File: src/rtl/ccf_pkg.sv
// Package for the complementary crossover FIR unit: field widths, codes,
// reset values, the sequencer state type and the MAC control struct.
// No dependencies.
package ccf_pkg;

   localparam int SAMPLE_WIDTH = 24;
   localparam int COEF_WIDTH   = 24;
   localparam int DIFF_WIDTH   = 25;
   localparam int FRAC_SHIFT   = 22;
   localparam int TAP_CFG_WIDTH  = 10;
   localparam int CHAN_CFG_WIDTH = 4;
   localparam int CHAN_WIDTH     = 3;

   localparam logic FUNC_LOAD    = 1'b0;
   localparam logic FUNC_PROCESS = 1'b1;

   localparam logic CSR_TAP_COUNT     = 1'b0;
   localparam logic CSR_CHANNEL_COUNT = 1'b1;

   localparam logic [TAP_CFG_WIDTH-1:0]  TAP_COUNT_RESET     = 10'd129;
   localparam logic [CHAN_CFG_WIDTH-1:0] CHANNEL_COUNT_RESET = 4'd1;
   localparam logic [TAP_CFG_WIDTH-1:0]  MIN_TAPS            = 10'd33;

   typedef enum logic [6:0] {
      ST_CLEAR = 7'b0000001,
      ST_IDLE  = 7'b0000010,
      ST_WRITE = 7'b0000100,
      ST_MAC   = 7'b0001000,
      ST_DRAIN = 7'b0010000,
      ST_ROUND = 7'b0100000,
      ST_OUT   = 7'b1000000
   } state_type;

   typedef struct packed {
      logic clear;
      logic valid;
   } mac_ctrl_type;

endpackage

File: src/rtl/ccf_mac.sv
// Shared multiply-accumulate unit: one registered product stage followed
// by a wide accumulator. Depends on ccf_pkg.
module ccf_mac
   import ccf_pkg::*;
#(
   parameter int ACC_WIDTH = 59
) (
   input  logic                         clock,
   input  logic                         reset,
   input  mac_ctrl_type                 ctrl,
   input  logic signed [COEF_WIDTH-1:0] coef,
   input  logic signed [DIFF_WIDTH-1:0] diff,
   output logic signed [ACC_WIDTH-1:0]  acc,
   output logic                         busy
);

   localparam int PROD_WIDTH = COEF_WIDTH + DIFF_WIDTH;

   logic signed [PROD_WIDTH-1:0] prod_ff, prod_in;
   logic                         prod_vld_ff, prod_vld_in;
   logic signed [ACC_WIDTH-1:0]  acc_ff, acc_in;

   always_comb begin
      prod_in     = coef * diff;
      prod_vld_in = ctrl.valid;
      acc_in      = acc_ff;
      if (ctrl.clear) begin
         acc_in = '0;
      end else if (prod_vld_ff) begin
         acc_in = acc_ff + ACC_WIDTH'(prod_ff);
      end
   end

   always_ff @(posedge clock) begin
      if (reset) begin
         prod_vld_ff <= 1'b0;
         acc_ff      <= '0;
      end else begin
         prod_vld_ff <= prod_vld_in;
         acc_ff      <= acc_in;
      end
      prod_ff <= prod_in;
   end

   assign acc  = acc_ff;
   assign busy = prod_vld_ff;

endmodule

File: config.mk
export PLATFORM = sky130hd
export DESIGN_NAME = ccf_mac
export DESIGN_NICKNAME = d
export VERILOG_FILES = /design/src/rtl/ccf_pkg.sv /design/src/rtl/ccf_mac.sv
export SDC_FILE = /design/constraint.sdc
export NUM_CORES = 2
export LEC_CHECK = 0
export ABC_AREA = 1
export BUFFER_PORTS_ARGS = -buffer_cell sky130_fd_sc_hd__buf_2
export CELL_PAD_IN_SITES_DETAIL_PLACEMENT = 1
export CELL_PAD_IN_SITES_GLOBAL_PLACEMENT = 1
export CORE_UTILIZATION = 40
export CTS_BUF_LIST = sky130_fd_sc_hd__clkbuf_4 sky130_fd_sc_hd__clkbuf_8 sky130_fd_sc_hd__clkbuf_16
export CTS_CLUSTER_DIAMETER = 150
export DETAILED_ROUTE_END_ITERATION = 12
export HOLD_SLACK_MARGIN = 0.03
export PLACE_DENSITY = 0.72
export SLEW_MARGIN = 30
export SYNTH_ARGS = -nofsm -noshare
export SYNTH_HDL_FRONTEND = slang
export SYNTH_SLANG_ARGS = --single-unit
export TNS_END_PERCENT = 1
File: constraint.sdc
create_clock -name clock -period 11.41 [get_ports clock]
set_clock_uncertainty 0.2 [all_clocks]
set_input_delay 2.282 -clock clock [delete_from_list [all_inputs] [get_ports clock]]
set_output_delay 2.282 -clock clock [all_outputs]
set_load 0.01 [all_outputs]
==> results.yml <==
outcome:
  status: "completed"
setup_path:
  crit_slowest_cell: "fa_1"
  path_buf_inv: 6
  worstPathCellList: "buf_2 -> nand2_1 -> inv_1 -> fa_1 -> fa_1 -> inv_1 -> fa_1 -> inv_1 -> fa_1 -> fa_1 -> fa_1 -> fa_1 -> ha_1 -> nand2_1 -> nor2_1 -> inv_1 -> nor3_1 -> nand3_1 -> nand3_1 -> nand2_1 -> nand2_1 -> inv_1 -> nand2_1 -> nand2_1"
  cpLargestDelayFamily: "adder cells"
  cp.required_ns: 11.49
  crit_arrival_ns: 9.13
  cp_slowest_stage_delay_ns: 0.63
  worstPathMaxFanout: 25
  end_kind: "register"
  start_kind: "input port"
  worst_path_most_repeated_cell: "fa_1"
  crit_type: "input port to register"
floorplanning:
  rows: 101
  die_y_um: 281
  start_util: 0.407
  die-area_mm2: 0.0788
  io_pins: 113
  core_area_mm2: 0.0763
  die_w_um: 281
sta:
  finalHoldViolCount: 0
  max-slew-margin-rel: 0.348
  worst_slack_ns: 2.36
  slew_violations: 0
  post-route-period-util: 0.793
  tightestPinTransition_ns: 0.978
  setup_viol: 0
  setup_tns_ns: 0
  fmax_mhz: 111
  rsz0062_at_grt: "false"
  fin_crit_ns: 9.05
clocking:
  root_buffer: "clkbuf_16"
  post_cts_buffers: 0
  cts.sink_count: 109
  insertion_delay_ns: 0.39
  post_cts_resized: 0
  clkTransAtPathRegs_ns: 0.07
  cts_made_buffers: 9
  cts_tree: "yes"
  cts_buffer_depth: 2
  htree_levels: 3
  cts_hold_buffers: 0
synth:
  synth_area_leaders: "fa_1 (41%), inv_1 (15%), nand2_1 (13%), ha_1 (7.8%), dfxtp_1 (7.0%)"
  synth_area_leader_cell: "fa_1"
  synth_seq_cells: 109
  synth_warnings: 0
  synth_nets: 5156
  synth_seq_area_share: 0.0703
  netlist_area_mm2: 0.0311
  yosysTopAreaCellShare: 0.406
  synth_cells: 4279
  synth_cell_types: 41
  avgSynthCellArea_um2: 7.26
placed_design:
  portBuffers: 112
  place_congestion: 0.921
  placed_area_mm2: 0.0324
  dp_slack_ns: 1.92
  dpl.hpwl_um: 84700
final_layout:
  area_delta_synth_final_pct: 5.33
  final_cell_area_mm2: 0.0327
  fillCellCount: 9852
  drive_above_1_share: 0.0407
  multiInputGateArea_mm2: 0.0237
  nNetsFinal: 5142
  seq_area_mm2: 0.00219
grt:
  grt_use_total: 0.260
  overflow: 0
  grt_max_degree: 60
  grt_pass1_vias: 28600
  grt_pass1_wl_um: 158000
  grt_antenna_before_repair: 2
job:
  drv_cap: 0
routing:
  drt-total-wl_um: 97800
  num_vias: 25800
  first_iter_violations: 1164
  drc: 0
  drt_pass1_iterations: 5
  ant_nets: 0
  routedWlPerCell_um: 18.4
  via_per_inst: 4.87
hold_path:
  hold_path_class: "register to register"
## placed cells by master (no fill, tap or decap), drive strengths merged
cell type and n:
a211oi 1, a21boi 3, a21o 9, a21oi 124
a221oi 1, a31oi 7, and2 5, and3 4
buf 116, clkbuf 12, clkinv 1, clkinvlp 1
dfxtp 109, diode 2, fa 630, ha 194
inv 1242, nand2 1103, nand3 116, nand3b 4
nand4 19, nor2 337, nor3 13, nor4 3
o211ai 1, o21a 4, o21ai 93, o21bai 31
or2 8, xnor2 20, xor2 59
## cell usage after synthesis, drive strengths merged
master and number:
nor3 13, nand3 116, nand2 1103, nor4 3, xor2 59, dfxtp 109, a221oi 1, o21ai 93
or2 8, a21boi 3, clkinv 1, inv 1239, fa 630, clkbuf 139, a21oi 124, and3 4
o21bai 31, buf 2, and2 5, a31oi 7, ha 194, o211ai 1, a211oi 1, o21a 4
nand4 19, nor2 337, a21o 9, xnor2 20, nand3b 4
## stage by stage
stage	hold slack (ns)	std cells	utilization
after global routing	0.353	5301	0.429
after detailed placement	0.285	5284	0.425
after floorplan	0.302	4279	-
after global placement	0.279	5284	0.425
after CTS	0.296	5300	0.428
final	0.289	5302	0.429
## tightest hold or removal path, delay by kind of cell, from the launching register on
kind / cells / cell delay (ns)
compound gates: 1 / 0.05
flops: 1 / 0.32
simple gates: 1 / 0.07
## worst paths after layout
kind	to	startpoint	slack, ns	depth (start not counted)
max	prod_ff[48]	coef[0]	2.36	24
min	acc[0]	acc[0]	0.29	2
min reg2reg	acc[0]	acc[0]	0.29	2
max reg2reg	acc[44]	acc[0]	8.29	15
## per-layer routing
| layer | up-vias | part of all wire | GRT usage | wire [µm] |
|---|---|---|---|---|
| met3 | 87 | 0.027 | 0.0125 | 2650 |
| met5 | - | 0 | 0 | 0 |
| li1 | 12200 | - | - | - |
| met1 | 13200 | 0.45 | 0.341 | 43900 |
| met2 | 394 | 0.50 | 0.468 | 49200 |
| met4 | 0 | 0.020 | 0.0588 | 1970 |
## logic make-up (layout without fill, tap and decap cells)
logic type / count (synthesis) / after routing / synth area share
buffers and inverters: 1381 / 1372 / 0.167
XOR/XNOR: 79 / 79 / 0.0223
AND/OR/NAND/NOR: 1612 / 1612 / 0.207
flip-flops: 109 / 109 / 0.0703
adder cells (fa/ha/maj): 824 / 824 / 0.484
AO/OA/AOI/OAI: 274 / 274 / 0.0494
other: 0 / 2 / 0
## area by class of cell
class / count / area share
timing repair buffer: 116 / 0.0181
multi-input combinational: 2789 / 0.724
inverter: 1240 / 0.142
sequential: 109 / 0.0668
clock buffer: 12 / 0.00815
antenna: 2 / 0.000153
tap: 1030 / 0.0394
clock inverter: 4 / 0.00111
## sequential cells by signal, summed over array words and instances, names as in the netlist
name,count
prod_ff,49
busy,1
acc,59
Power is left out: the tool's default activity adds up to more than one toggle a clock period on the data nets, which glitch-free logic cannot reach.
